$ cat src/hw/rtl/nar_pkg.sv
// Shared types and constants for the neighbor advertisement receive parser.
// Used by every module under hw/rtl; depends on nothing.
package nar_pkg;

  localparam int unsigned MAX_MESSAGE_BYTES = 2048;
  // The byte counter has to hold MAX_MESSAGE_BYTES itself once a message overflows.
  localparam int unsigned CNT_W = $clog2(MAX_MESSAGE_BYTES + 1);
  // Option end arithmetic: start plus up to 255 units of 8 bytes.
  localparam int unsigned END_W = (CNT_W + 1 > 12) ? CNT_W + 1 : 12;

  localparam int unsigned OPT_BASE   = 24;
  localparam int unsigned UNIT_BYTES = 8;
  localparam int unsigned TYPE_IDX   = 0;
  localparam int unsigned FLAGS_IDX  = 4;
  localparam int unsigned MIN_BYTES  = 4;
  localparam int unsigned ADDR_FIRST = 2;
  localparam int unsigned ADDR_LAST  = 7;

  localparam int unsigned CFG_IDX_W = 2;
  localparam logic [CFG_IDX_W-1:0] CFG_ADVERT_TYPE    = 2'd0;
  localparam logic [CFG_IDX_W-1:0] CFG_WANTED_OPTION  = 2'd1;
  localparam logic [CFG_IDX_W-1:0] CFG_SOLICITED_MASK = 2'd2;

  localparam logic [7:0] ADVERT_TYPE_RST    = 8'd136;
  localparam logic [7:0] WANTED_OPTION_RST  = 8'd1;
  localparam logic [7:0] SOLICITED_MASK_RST = 8'd1 << 1;

  typedef enum logic [2:0] {
    ST_OK         = 3'd0,
    ST_SHORT      = 3'd1,
    ST_BAD_CSUM   = 3'd2,
    ST_NOT_ADVERT = 3'd3,
    ST_UNSOLICIT  = 3'd4,
    ST_BAD_OPTION = 3'd5,
    ST_NO_ADDRESS = 3'd6
  } status_e;

  typedef struct packed {
    logic [7:0] advert_type;
    logic [7:0] wanted_option;
    logic [7:0] solicited_mask;
  } cfg_t;

  typedef struct packed {
    status_e     status;
    logic [47:0] link_address;
  } result_t;

endpackage

$ cat src/hw/rtl/nar_cfg_regs.sv
// Configuration registers of the parser, written through a plain write port.
// Depends on nar_pkg.
module nar_cfg_regs (
  input  logic                          clk_i,
  input  logic                          rst_ni,
  input  logic                          cfg_we_i,
  input  logic [nar_pkg::CFG_IDX_W-1:0] cfg_index_i,
  input  logic [7:0]                    cfg_wdata_i,
  output nar_pkg::cfg_t                 cfg_o
);

  nar_pkg::cfg_t cfg_q, cfg_d;

  always_comb begin
    cfg_d = cfg_q;
    if (cfg_we_i) begin
      case (cfg_index_i)
        nar_pkg::CFG_ADVERT_TYPE:    cfg_d.advert_type    = cfg_wdata_i;
        nar_pkg::CFG_WANTED_OPTION:  cfg_d.wanted_option  = cfg_wdata_i;
        nar_pkg::CFG_SOLICITED_MASK: cfg_d.solicited_mask = cfg_wdata_i;
        default: ;
      endcase
    end
  end

  always_ff @(posedge clk_i or negedge rst_ni) begin
    if (!rst_ni) begin
      cfg_q.advert_type    <= nar_pkg::ADVERT_TYPE_RST;
      cfg_q.wanted_option  <= nar_pkg::WANTED_OPTION_RST;
      cfg_q.solicited_mask <= nar_pkg::SOLICITED_MASK_RST;
    end else begin
      cfg_q <= cfg_d;
    end
  end

  assign cfg_o = cfg_q;

endmodule

$ cat src/hw/rtl/nar_byte_proc.sv
// Per-byte message state: checksum, header capture, option walk and final verdict.
// Depends on nar_pkg; driven by the registered input stage of the top level.
module nar_byte_proc (
  input  logic             clk_i,
  input  logic             rst_ni,
  input  logic             en_i,
  input  logic [7:0]       msg_byte_i,
  input  logic             last_byte_i,
  input  nar_pkg::cfg_t    cfg_i,
  output nar_pkg::result_t result_o
);

  localparam int unsigned CW = nar_pkg::CNT_W;
  localparam int unsigned EW = nar_pkg::END_W;

  typedef enum logic [2:0] {
    PH_SEARCHING  = 3'd0,
    PH_HAVE_KIND  = 3'd1,
    PH_COLLECTING = 3'd2,
    PH_ZERO_LEN   = 3'd3,
    PH_FOUND      = 3'd4
  } phase_e;

  logic [CW-1:0] count_q, count_d;
  logic [15:0]   sum_q, sum_d;
  logic [7:0]    pend_q, pend_d;
  logic [7:0]    mtype_q, mtype_d;
  logic [7:0]    flags_q, flags_d;
  logic [CW-1:0] start_q, start_d;
  logic [7:0]    units_q, units_d;
  logic [7:0]    kind_q, kind_d;
  phase_e        phase_q, phase_d;
  logic [47:0]   addr_q, addr_d;

  logic [15:0]   word;
  logic [16:0]   sum_raw;
  logic          do_add;
  logic [CW-1:0] offs;
  logic [EW-1:0] opt_end;
  logic          in_range;

  always_comb begin
    count_d = count_q;
    sum_d   = sum_q;
    pend_d  = pend_q;
    mtype_d = mtype_q;
    flags_d = flags_q;
    start_d = start_q;
    units_d = units_q;
    kind_d  = kind_q;
    phase_d = phase_q;
    addr_d  = addr_q;

    in_range = count_q < CW'(nar_pkg::MAX_MESSAGE_BYTES);
    offs     = count_q - start_q;
    opt_end  = EW'(start_q) + EW'({units_q, 3'b000}) - EW'(1);
    word     = 16'd0;
    do_add   = 1'b0;
    sum_raw  = 17'd0;

    if (in_range) begin
      // Even bytes are the high half of a word; an odd-length tail pads with zero.
      if (!count_q[0]) begin
        if (last_byte_i) begin
          word   = {msg_byte_i, 8'd0};
          do_add = 1'b1;
        end else begin
          pend_d = msg_byte_i;
        end
      end else begin
        word   = {pend_q, msg_byte_i};
        do_add = 1'b1;
      end
      if (do_add) begin
        sum_raw = {1'b0, sum_q} + {1'b0, word};
        sum_d   = sum_raw[15:0] + {15'd0, sum_raw[16]};
      end

      if (count_q == CW'(nar_pkg::TYPE_IDX))  mtype_d = msg_byte_i;
      if (count_q == CW'(nar_pkg::FLAGS_IDX)) flags_d = msg_byte_i;

      case (phase_q)
        PH_SEARCHING: begin
          if (count_q == start_q) begin
            kind_d  = msg_byte_i;
            phase_d = PH_HAVE_KIND;
          end
        end
        PH_HAVE_KIND: begin
          units_d = msg_byte_i;
          phase_d = (msg_byte_i == 8'd0) ? PH_ZERO_LEN : PH_COLLECTING;
        end
        PH_COLLECTING: begin
          if (offs >= CW'(nar_pkg::ADDR_FIRST) && offs <= CW'(nar_pkg::ADDR_LAST)) begin
            addr_d = {addr_q[39:0], msg_byte_i};
          end
          if (EW'(count_q) == opt_end) begin
            if (kind_q == cfg_i.wanted_option) begin
              phase_d = PH_FOUND;
            end else begin
              start_d = count_q + CW'(1);
              phase_d = PH_SEARCHING;
            end
          end
        end
        default: ;
      endcase

      count_d = count_q + CW'(1);
    end
  end

  // Verdict over the state as it stands after this byte.
  always_comb begin
    result_o.link_address = 48'd0;
    if (count_d < CW'(nar_pkg::MIN_BYTES)) begin
      result_o.status = nar_pkg::ST_SHORT;
    end else if (sum_d != 16'hFFFF) begin
      result_o.status = nar_pkg::ST_BAD_CSUM;
    end else if (mtype_d != cfg_i.advert_type) begin
      result_o.status = nar_pkg::ST_NOT_ADVERT;
    end else if (count_d < CW'(nar_pkg::OPT_BASE)) begin
      result_o.status = nar_pkg::ST_SHORT;
    end else if ((flags_d & cfg_i.solicited_mask) == 8'd0) begin
      result_o.status = nar_pkg::ST_UNSOLICIT;
    end else if (phase_d == PH_FOUND) begin
      result_o.status       = nar_pkg::ST_OK;
      result_o.link_address = addr_d;
    end else if (phase_d == PH_SEARCHING) begin
      result_o.status = nar_pkg::ST_NO_ADDRESS;
    end else if (EW'(count_d) >= EW'(start_d) + EW'(nar_pkg::UNIT_BYTES)) begin
      result_o.status = nar_pkg::ST_BAD_OPTION;
    end else begin
      result_o.status = nar_pkg::ST_NO_ADDRESS;
    end
  end

  always_ff @(posedge clk_i or negedge rst_ni) begin
    if (!rst_ni) begin
      count_q <= '0;
      sum_q   <= '0;
      pend_q  <= '0;
      mtype_q <= '0;
      flags_q <= '0;
      start_q <= CW'(nar_pkg::OPT_BASE);
      units_q <= '0;
      kind_q  <= '0;
      phase_q <= PH_SEARCHING;
      addr_q  <= '0;
    end else if (en_i) begin
      if (last_byte_i) begin
        // The message is finished: start the next one from a clean slate.
        count_q <= '0;
        sum_q   <= '0;
        pend_q  <= '0;
        mtype_q <= '0;
        flags_q <= '0;
        start_q <= CW'(nar_pkg::OPT_BASE);
        units_q <= '0;
        kind_q  <= '0;
        phase_q <= PH_SEARCHING;
        addr_q  <= '0;
      end else begin
        count_q <= count_d;
        sum_q   <= sum_d;
        pend_q  <= pend_d;
        mtype_q <= mtype_d;
        flags_q <= flags_d;
        start_q <= start_d;
        units_q <= units_d;
        kind_q  <= kind_d;
        phase_q <= phase_d;
        addr_q  <= addr_d;
      end
    end
  end

endmodule

$ cat src/hw/rtl/neighbor_advert_rx_parser_core.sv
// Neighbor advertisement receive parser: one message byte per transaction.
// The last byte passes the byte stage register; its result is then loaded into the
// output register, which offers it until its own transaction completes.
// Throughput: one byte per cycle; the byte stage stalls only while a finished
// result waits in the output register and a last byte needs that register.
// Reset: asynchronous, active low; the configuration registers return to their defaults and
// all message state is cleared.
module neighbor_advert_rx_parser_core (
  input  logic                          clk_i,
  input  logic                          rst_ni,
  input  logic                          in_valid_i,
  output logic                          in_stall_o,
  input  logic [7:0]                    msg_byte_i,
  input  logic                          last_byte_i,
  output logic                          out_valid_o,
  input  logic                          out_stall_i,
  output logic [2:0]                    status_o,
  output logic [47:0]                   link_address_o,
  input  logic                          cfg_we_i,
  input  logic [nar_pkg::CFG_IDX_W-1:0] cfg_index_i,
  input  logic [7:0]                    cfg_wdata_i
);

  nar_pkg::cfg_t    cfg;
  nar_pkg::result_t result;

  logic       s1_valid_q;
  logic [7:0] s1_byte_q;
  logic       s1_last_q;
  logic       s1_adv;
  logic       out_free;
  logic       out_load;
  logic       in_take;

  logic             out_valid_q;
  nar_pkg::result_t out_q;

  nar_cfg_regs u_cfg (
    .clk_i       (clk_i),
    .rst_ni      (rst_ni),
    .cfg_we_i    (cfg_we_i),
    .cfg_index_i (cfg_index_i),
    .cfg_wdata_i (cfg_wdata_i),
    .cfg_o       (cfg)
  );

  assign out_free   = !out_valid_q || !out_stall_i;
  assign s1_adv     = s1_valid_q && (!s1_last_q || out_free);
  assign out_load   = s1_adv && s1_last_q;
  assign in_stall_o = s1_valid_q && !s1_adv;
  assign in_take    = in_valid_i && !in_stall_o;

  nar_byte_proc u_proc (
    .clk_i       (clk_i),
    .rst_ni      (rst_ni),
    .en_i        (s1_adv),
    .msg_byte_i  (s1_byte_q),
    .last_byte_i (s1_last_q),
    .cfg_i       (cfg),
    .result_o    (result)
  );

  always_ff @(posedge clk_i or negedge rst_ni) begin
    if (!rst_ni) begin
      s1_valid_q <= 1'b0;
    end else if (in_take) begin
      s1_valid_q <= 1'b1;
    end else if (s1_adv) begin
      s1_valid_q <= 1'b0;
    end
  end

  always_ff @(posedge clk_i) begin
    if (in_take) begin
      s1_byte_q <= msg_byte_i;
      s1_last_q <= last_byte_i;
    end
  end

  always_ff @(posedge clk_i or negedge rst_ni) begin
    if (!rst_ni) begin
      out_valid_q <= 1'b0;
    end else if (out_load) begin
      out_valid_q <= 1'b1;
    end else if (!out_stall_i) begin
      out_valid_q <= 1'b0;
    end
  end

  always_ff @(posedge clk_i) begin
    if (out_load) begin
      out_q <= result;
    end
  end

  assign out_valid_o    = out_valid_q;
  assign status_o       = out_q.status;
  assign link_address_o = out_q.link_address;

  // The byte stage only holds back while it owns a byte.
  a_stall_needs_byte: assert property (@(posedge clk_i) disable iff (!rst_ni)
    in_stall_o |-> s1_valid_q)
    else $error("input stalled with an empty byte stage");

  // A last byte blocked at the byte stage means the output is full and stalled.
  a_last_blocked: assert property (@(posedge clk_i) disable iff (!rst_ni)
    (s1_valid_q && s1_last_q && !s1_adv) |-> (out_valid_q && out_stall_i))
    else $error("last byte held without a blocked result");

  // Only a good verdict carries an address.
  a_addr_only_ok: assert property (@(posedge clk_i) disable iff (!rst_ni)
    (out_valid_o && status_o != nar_pkg::ST_OK) |-> (link_address_o == 48'd0))
    else $error("address reported with a failing status");

  // A loaded result is offered in the next cycle.
  a_load_shows: assert property (@(posedge clk_i) disable iff (!rst_ni)
    out_load |=> out_valid_o)
    else $error("result loaded but not offered");

endmodule

$ cat config.mk
export PLATFORM = sky130hd
export DESIGN_NAME = neighbor_advert_rx_parser_core
export DESIGN_NICKNAME = d
export VERILOG_FILES = /design/src/hw/rtl/nar_pkg.sv /design/src/hw/rtl/nar_cfg_regs.sv /design/src/hw/rtl/nar_byte_proc.sv /design/src/hw/rtl/neighbor_advert_rx_parser_core.sv
export SDC_FILE = /design/constraint.sdc
export NUM_CORES = 1
export LEC_CHECK = 0
export BUFFER_PORTS_ARGS = -buffer_cell sky130_fd_sc_hd__buf_2
export CORE_MARGIN = 8
export CORE_UTILIZATION = 59
export DETAILED_ROUTE_END_ITERATION = 10
export MAX_ROUTING_LAYER = met4
export PLACE_DENSITY = 0.79
export SYNTH_ARGS = -nofsm -noshare
export SYNTH_HDL_FRONTEND = slang
export SYNTH_HIERARCHICAL = 1
export SYNTH_SLANG_ARGS = --single-unit
$ cat constraint.sdc
create_clock -name clk_i -period 13.24 [get_ports clk_i]
set_clock_uncertainty 0.2 [all_clocks]
set_input_delay 1.324 -clock clk_i [delete_from_list [all_inputs] [get_ports clk_i]]
set_output_delay 1.324 -clock clk_i [all_outputs]
set_load 0.02 [all_outputs]
==> results of run 1 <==
==> how the worst max path moves through the flow <==
stage,end,slack [ns],depth (start not counted)
final,status_o[0],6.10,28
after global routing,status_o[0],5.60,27
after CTS,status_o[0],6.22,28
after detailed placement,status_o[0],6.23,28
after global placement,status_o[0],6.39,28
after floorplan,status_o[0],7.20,28
==> layout make-up <==
type                            count  share of cell area
Timing Repair Buffer               88              0.0321
Multi-Input combinational cell   1041               0.494
Sequential cell                   217               0.387
Inverter                           63              0.0159
Clock inverter                      8             0.00480
Clock buffer                       34              0.0429
Tap cell                          285              0.0240
==> cells by family after synthesis <==
logic type	after synthesis	synth area share
AO/OA/AOI/OAI	387	0.201
AND/OR/NAND/NOR	407	0.145
multiplexers	94	0.0719
XOR/XNOR	85	0.0548
buffers and inverters	138	0.0403
adder cells (fa/ha/maj)	68	0.0642
flip-flops	217	0.423
==> per-stage QoR <==
step,power (W),worst slack (ns),util
floorplan,0.00113,7.20,-
global placement,0.00124,6.39,0.624
detailed placement,0.00125,6.23,0.624
CTS,0.00186,6.22,0.656
global route,0.00194,5.60,0.656
finish,0.00185,6.10,0.656
==> worst max-delay path, delay by kind of cell (launching register included) <==
family | cells | cell delay, ns
compound gates | 12 | 2.14
xor+xnor | 1 | 0.15
fa+ha+maj | 5 | 1.53
buf+inv | 2 | 0.13
flops | 1 | 0.56
simple gates | 8 | 2.25
==> power breakdown <==
part	leakage, nW	internal (W)	total (W)	switching, W
Combinational	3.46	0.000175	0.000451	0.000276
Sequential	2.62	0.000747	0.000796	0.0000483
Clock	0.349	0.000354	0.000607	0.000253
==> Yosys cell counts, types with 4 or more instances <==
library cell  instances  area share
o21ai_0              94       0.035
a31oi_1               5      0.0023
or4_1                 4      0.0022
a21o_1               16      0.0088
o2111ai_1             4      0.0026
or3_1                 5      0.0023
a211oi_1              6      0.0033
edfxtp_1             60        0.13
dfstp_2               6       0.012
o211ai_1              9      0.0050
inv_1                62       0.017
o31ai_1              19       0.011
buf_2                 8      0.0029
mux2_2               28       0.023
o2bb2ai_1            58       0.037
dfrtp_1             151        0.28
nand4_1              17      0.0078
a211o_1               7      0.0045
o21ai_1               7      0.0026
and3_1                8      0.0037
o22ai_1               6      0.0028
nor2_1               98       0.027
nor4_1                8      0.0037
a21oi_1              38       0.014
xnor2_1              51       0.033
nor2b_1              10      0.0046
nor3_1               28       0.010
o21bai_1              5      0.0028
nand2_1             139       0.038
and4_1                6      0.0039
a22oi_1              58       0.032
nor3b_1               4      0.0022
o21a_1                6      0.0033
nand3_1              39       0.014
nand2b_1              5      0.0023
xor2_1               34       0.022
buf_1                 4      0.0011
mux2i_1              66       0.049
clkbuf_1             60       0.017
ha_1                 64       0.059
a22o_1               13      0.0084
or2_2                 4      0.0018
and2_1               15      0.0069
==> sequential cells by signal, indices dropped and copies added, names as in the netlist, 12 cells and up <==
signal	count
u_proc/start_q	12
u_proc/sum_q	16
u_proc/addr_q	48
u_cfg/cfg_o	24
link_address_o	48
u_proc/count_q	12
==> per-layer routing <==
| metal | GRT usage | up-vias | wire length [um] |
|---|---|---|---|
| met2 | 0.428 | 452 | 17700 |
| met5 | - | - | 0 |
| met1 | 0.321 | 5451 | 14600 |
| met3 | 0.0299 | 72 | 2020 |
| li1 | - | 5226 | - |
| met4 | 0.0668 | 0 | 860 |
==> results_dict.tcl, run 1 <==
set metrics [dict create \
    instances_no_fill 1736 \
    cts_tree "yes" \
    fin_crit_ns 7.14 \
    grt_usage 0.254 \
    worst_setup_path_start_kind "register" \
    synth.avg_cell_area_um2 9.72 \
    critPathMaxFanout 27 \
    arrival_ns 7.29 \
    fmax_mhz 140 \
    drive_above_1_share 0.124 \
    synth-edff-count 60 \
    coreArea_mm2 0.0226 \
    finalSetupViolCount 0 \
    cts_root_buffer "clkbuf_16" \
    cp-startpoint "u_proc/start_q[3]" \
    power.static_leakage_nw 6.43 \
    cts_buffer_depth 3 \
    vias 11201 \
    dieArea_mm2 0.0281 \
    grt-ovfl-total 0 \
    cts_resized 0 \
    rsz0062_at_grt "no" \
    hold_end "u_proc/units_q[0]" \
    maxCapViolCount 0 \
    synth.cell_area_mm2 0.0136 \
    area_growth_pct 9.37 \
    initial_core_util 0.600 \
    ys_ff_latch 217 \
    synth_flop_cell "dfrtp_1" \
    p_per_area_mw_per_mm2 125 \
    yosysWarnings 6 \
    r2r_end "status_o[0]" \
    hold_violations 0 \
    antenna_found_initial 1 \
    slowest_delay_ns 0.73 \
    critical_path_required_ns 13.39 \
    min_path_cells 2 \
    placedInstanceArea_mm2 0.0141 \
    final_cell_mix "dfrtp_1, nand2_1, nor2_1, o21ai_0, buf_2" \
    nNetsFinal 1525 \
    period_share 0.539 \
    grt_pass1_vias 10926 \
    relSlewSlack 0.164 \
    postSynthCellCount 1396 \
    die_h_um 168 \
    dp_hpwl_um 24600 \
    drtPass1Iterations 6 \
    post-route-drc-count 0 \
    syn_nets 1487 \
    clk_pin_slew_ns 0.06 \
    holdBufCountCts 0 \
    dp.cells 1694 \
    fin_tns_setup_ns 0 \
    status "finished, final reports clean" \
    yosysSeqAreaShare 0.423 \
    seqCellArea_mm2 0.00574 \
    portBuffers 76 \
    cts_buffers 23 \
    timing.hold.ws_ns 0.283 \
    end_kind "register" \
    reg2reg_depth 28 \
    die_w_um 168 \
    vdd_ir_drop_max_mv 0.147 \
    gp_congestion 0.920 \
    avgViaCountPerCell 6.45 \
    final_common_cell "dfrtp_1" \
    grt_pass1_wl_um 57400 \
    htree_levels 1 \
    r2r-start "u_proc/start_q[3]" \
    cts_setup_buffers 0 \
    antenna_left 0 \
    postSynth.asyncResetShare 0.724 \
    min_from "u_proc/units_q[0]" \
    num_io_pins 77 \
    antenna_cells 0 \
    synth_cell_type_count 84 \
    avgRoutedWirePerCell_um 20.3 \
    final_area_mm2 0.0148 \
    grt_max_degree 82 \
    clkLatencyLatePin_ns 0.51 \
    crit_type "reg2reg" \
    fill_cells 1759 \
    r2r_slack_ns 6.10 \
    worstMarginPinSlew_ns 1.25 \
    cpMaxStageDelayCell "nand3_1" \
    maxSlewViolCount 0 \
    multiInputGateArea_mm2 0.00733 \
    clock-sinks 217 \
    hp-class "reg2reg" \
    first_iter_violations 1078 \
    row_count 55 \
    drt_wl_total_um 35200 \
]
Power figures use the tool's default switching activity.
==> inputs of run 2 (changes only) <==
--- a/config.mk
+++ b/config.mk
@@ -5,6 +5,7 @@
 export SDC_FILE = /design/constraint.sdc
 export NUM_CORES = 1
 export LEC_CHECK = 0
+export ABC_AREA = 1
 export BUFFER_PORTS_ARGS = -buffer_cell sky130_fd_sc_hd__buf_2
 export CORE_MARGIN = 8
 export CORE_UTILIZATION = 59
==> constraint.sdc (replaced) <==
create_clock -name clk_i -period 6.9 [get_ports clk_i]
set_clock_uncertainty 0.2 [all_clocks]
set_input_delay 0.69 -clock clk_i [delete_from_list [all_inputs] [get_ports clk_i]]
set_output_delay 0.69 -clock clk_i [all_outputs]
set_load 0.02 [all_outputs]
==> results_dict.tcl, run 2 <==
set metrics [dict create \
    antenna_left 0 \
    p_per_area_mw_per_mm2 260 \
    timing.hold.ws_ns 0.0402 \
    yosysWarnings 6 \
    hold_violations 0 \
    die_w_um 168 \
    instances_no_fill 2109 \
    place_ws_ns 1.02 \
    r2r_end "link_address_o[36]" \
    cts_tree "yes" \
    synth_cell_type_count 55 \
    row_count 55 \
    p_int_w 0.00255 \
    seq_power_share 0.392 \
    fmax_mhz 167 \
    synth.avg_cell_area_um2 7.78 \
    rsz0062_at_grt "no" \
    grt_pass1_vias 11595 \
    clock-sinks 217 \
    cts_buffers 24 \
    num_io_pins 77 \
    reg2reg_depth 29 \
    maxSlewViolCount 0 \
    p_clk_frac 0.326 \
    maxCapViolCount 0 \
    finish.utilization 0.657 \
    synth_flop_cell "dfrtp_1" \
    antenna_cells 0 \
    cts_resized 0 \
    synth-edff-count 60 \
    initial_core_util 0.601 \
    postSynthCellCount 1755 \
    vdd_ir_drop_max_mv 0.232 \
    area_growth_pct 9.32 \
    r2r_slack_ns 0.91 \
    final_cell_mix "nand2_1, inv_1, dfrtp_1, o21ai_0, nor2_1" \
    critical_path_required_ns 7.07 \
    avgRoutedWirePerCell_um 16.4 \
    grt_max_degree 97 \
    yosys-top-cells-count "nand2_1, inv_1, dfrtp_1, o21ai_0, nor2_1" \
    period_share 0.868 \
    layout_setup_ws_ns 0.914 \
    synth.cell_area_mm2 0.0136 \
    ys_ff_latch 217 \
    grt_pass1_wl_um 57000 \
    critPathMaxFanout 41 \
    slowest_delay_ns 0.74 \
    fin_crit_ns 5.99 \
    portBuffers 76 \
    synth_top_area_cell "dfrtp_1" \
    die_h_um 168 \
    synthTopCellsByArea "dfrtp_1, edfxtp_1, nand2_1, inv_1, ha_1" \
    cts_buffer_depth 3 \
    power.share.switching 0.341 \
    worst_setup_path_start_kind "register" \
    vias 11982 \
    power.switching_w 0.00132 \
    clkLatencyLatePin_ns 0.51 \
    htree_levels 1 \
    grt_usage 0.250 \
    gp_congestion 0.975 \
    path_delay_family "simple AND/OR/NAND/NOR gates" \
    power.static_leakage_nw 7.47 \
    syn_nets 1846 \
    arrival_ns 6.16 \
    drtPass1Iterations 6 \
    cts_root_buffer "clkbuf_16" \
    first_iter_violations 1265 \
    dp_hpwl_um 24900 \
    r2r-start "u_proc/count_q[0]" \
    coreArea_mm2 0.0227 \
    synth_top_area_frac 0.277 \
    cpMaxStageDelayCell "nand4_4" \
    synth_most_common_cell "nand2_1" \
    drt_wl_total_um 34600 \
    avgViaCountPerCell 5.68 \
    holdBufCountCts 0 \
    hp-class "in2async" \
    relSlewSlack 0.254 \
    finalSetupViolCount 0 \
    end_kind "register" \
    dieArea_mm2 0.0283 \
    status "finished, final reports clean" \
    clk_pin_slew_ns 0.07 \
    cp.buffers_inverters 4 \
    final_common_cell "nand2_1" \
    antenna_found_initial 0 \
    dp.cells 2065 \
    postSynth.asyncResetShare 0.724 \
    drive_above_1_share 0.115 \
    p_comb_frac 0.282 \
    worstMarginPinSlew_ns 1.12 \
    yosysSeqAreaShare 0.421 \
    post-route-drc-count 0 \
    fin_tns_setup_ns 0 \
    cts_setup_buffers 0 \
    nNetsFinal 1897 \
    grt-ovfl-total 0 \
    crit_type "reg2reg" \
]
[run 2: changes by cell type in the layout (fill, tap and decap cells not counted), moves of 36 or more]
cell,delta
o21ai_0,+36
o22ai_1,+83
nand4_1,+37
inv_1,+211
o2bb2ai_1,-58
a22oi_1,-57
mux2i_1,-66
nand2_1,+315
nand3_1,+53
[run 2: area by class of cell]
cell class,instances,area [um2]
inverters,294,1100
clock inverters,11,106
multi-input cells,1186,6500
flip-flops and latches,217,5740
well taps,285,357
repair buffers,83,439
clock buffers,33,676
fillers,1883,7790
[run 2: kinds of logic after synthesis]
kind of cell    Yosys count  synth area share
flops                   217             0.421
simple gates            778             0.261
xor+xnor                 41            0.0263
buf+inv                 352             0.104
fa+ha+maj                67            0.0631
compound gates          300             0.125
[run 2: per-layer routing]
metal,track usage,up-vias,wire length [um]
li1,-,5868,-
met2,0.414,491,16700
met4,0.0734,0,864
met1,0.320,5554,14700
met5,-,-,0
met3,0.0304,69,2450
[run 2: worst max-delay path by stage]
stage                           start  depth (start not counted)                 end  slack [ns]
floorplan           u_proc/start_q[3]                         37         status_o[0]        2.27
global placement    u_proc/count_q[0]                         30  link_address_o[40]        1.23
detailed placement  u_proc/count_q[0]                         30  link_address_o[36]        1.02
CTS                 u_proc/count_q[0]                         30  link_address_o[36]        0.99
global route        u_proc/count_q[0]                         29  link_address_o[42]        0.40
finish              u_proc/count_q[0]                         29  link_address_o[36]        0.91
[run 2: through the flow]
stage / cell area (um2) / power (W)
finish: 14900 / 0.00388
global route: 14900 / 0.00410
CTS: 14900 / 0.00388
detailed placement: 14100 / 0.00261
global placement: 14100 / 0.00258
floorplan: 13600 / 0.00234
[run 2: power groups by stage]
stage	Combinational [W]	Clock, W	Sequential, W
4_1_cts	0.00108	0.00129	0.00152
3_3_place_gp	0.00105	0	0.00154
5_1_grt	0.00123	0.00134	0.00153
2_1_floorplan	0.000816	0	0.00152
3_5_place_dp	0.00107	0	0.00154
6_report	0.00109	0.00127	0.00152
[run 2: worst reg2reg max path, delay by kind of cell, from the launching register on]
family | cells | cell delay [ns]
buffers and inverters | 4 | 0.89
and+or+nand+nor | 18 | 2.71
DFF | 1 | 0.61
AOI/OAI and AO/OA | 4 | 0.69
adders and majority gates | 3 | 0.74
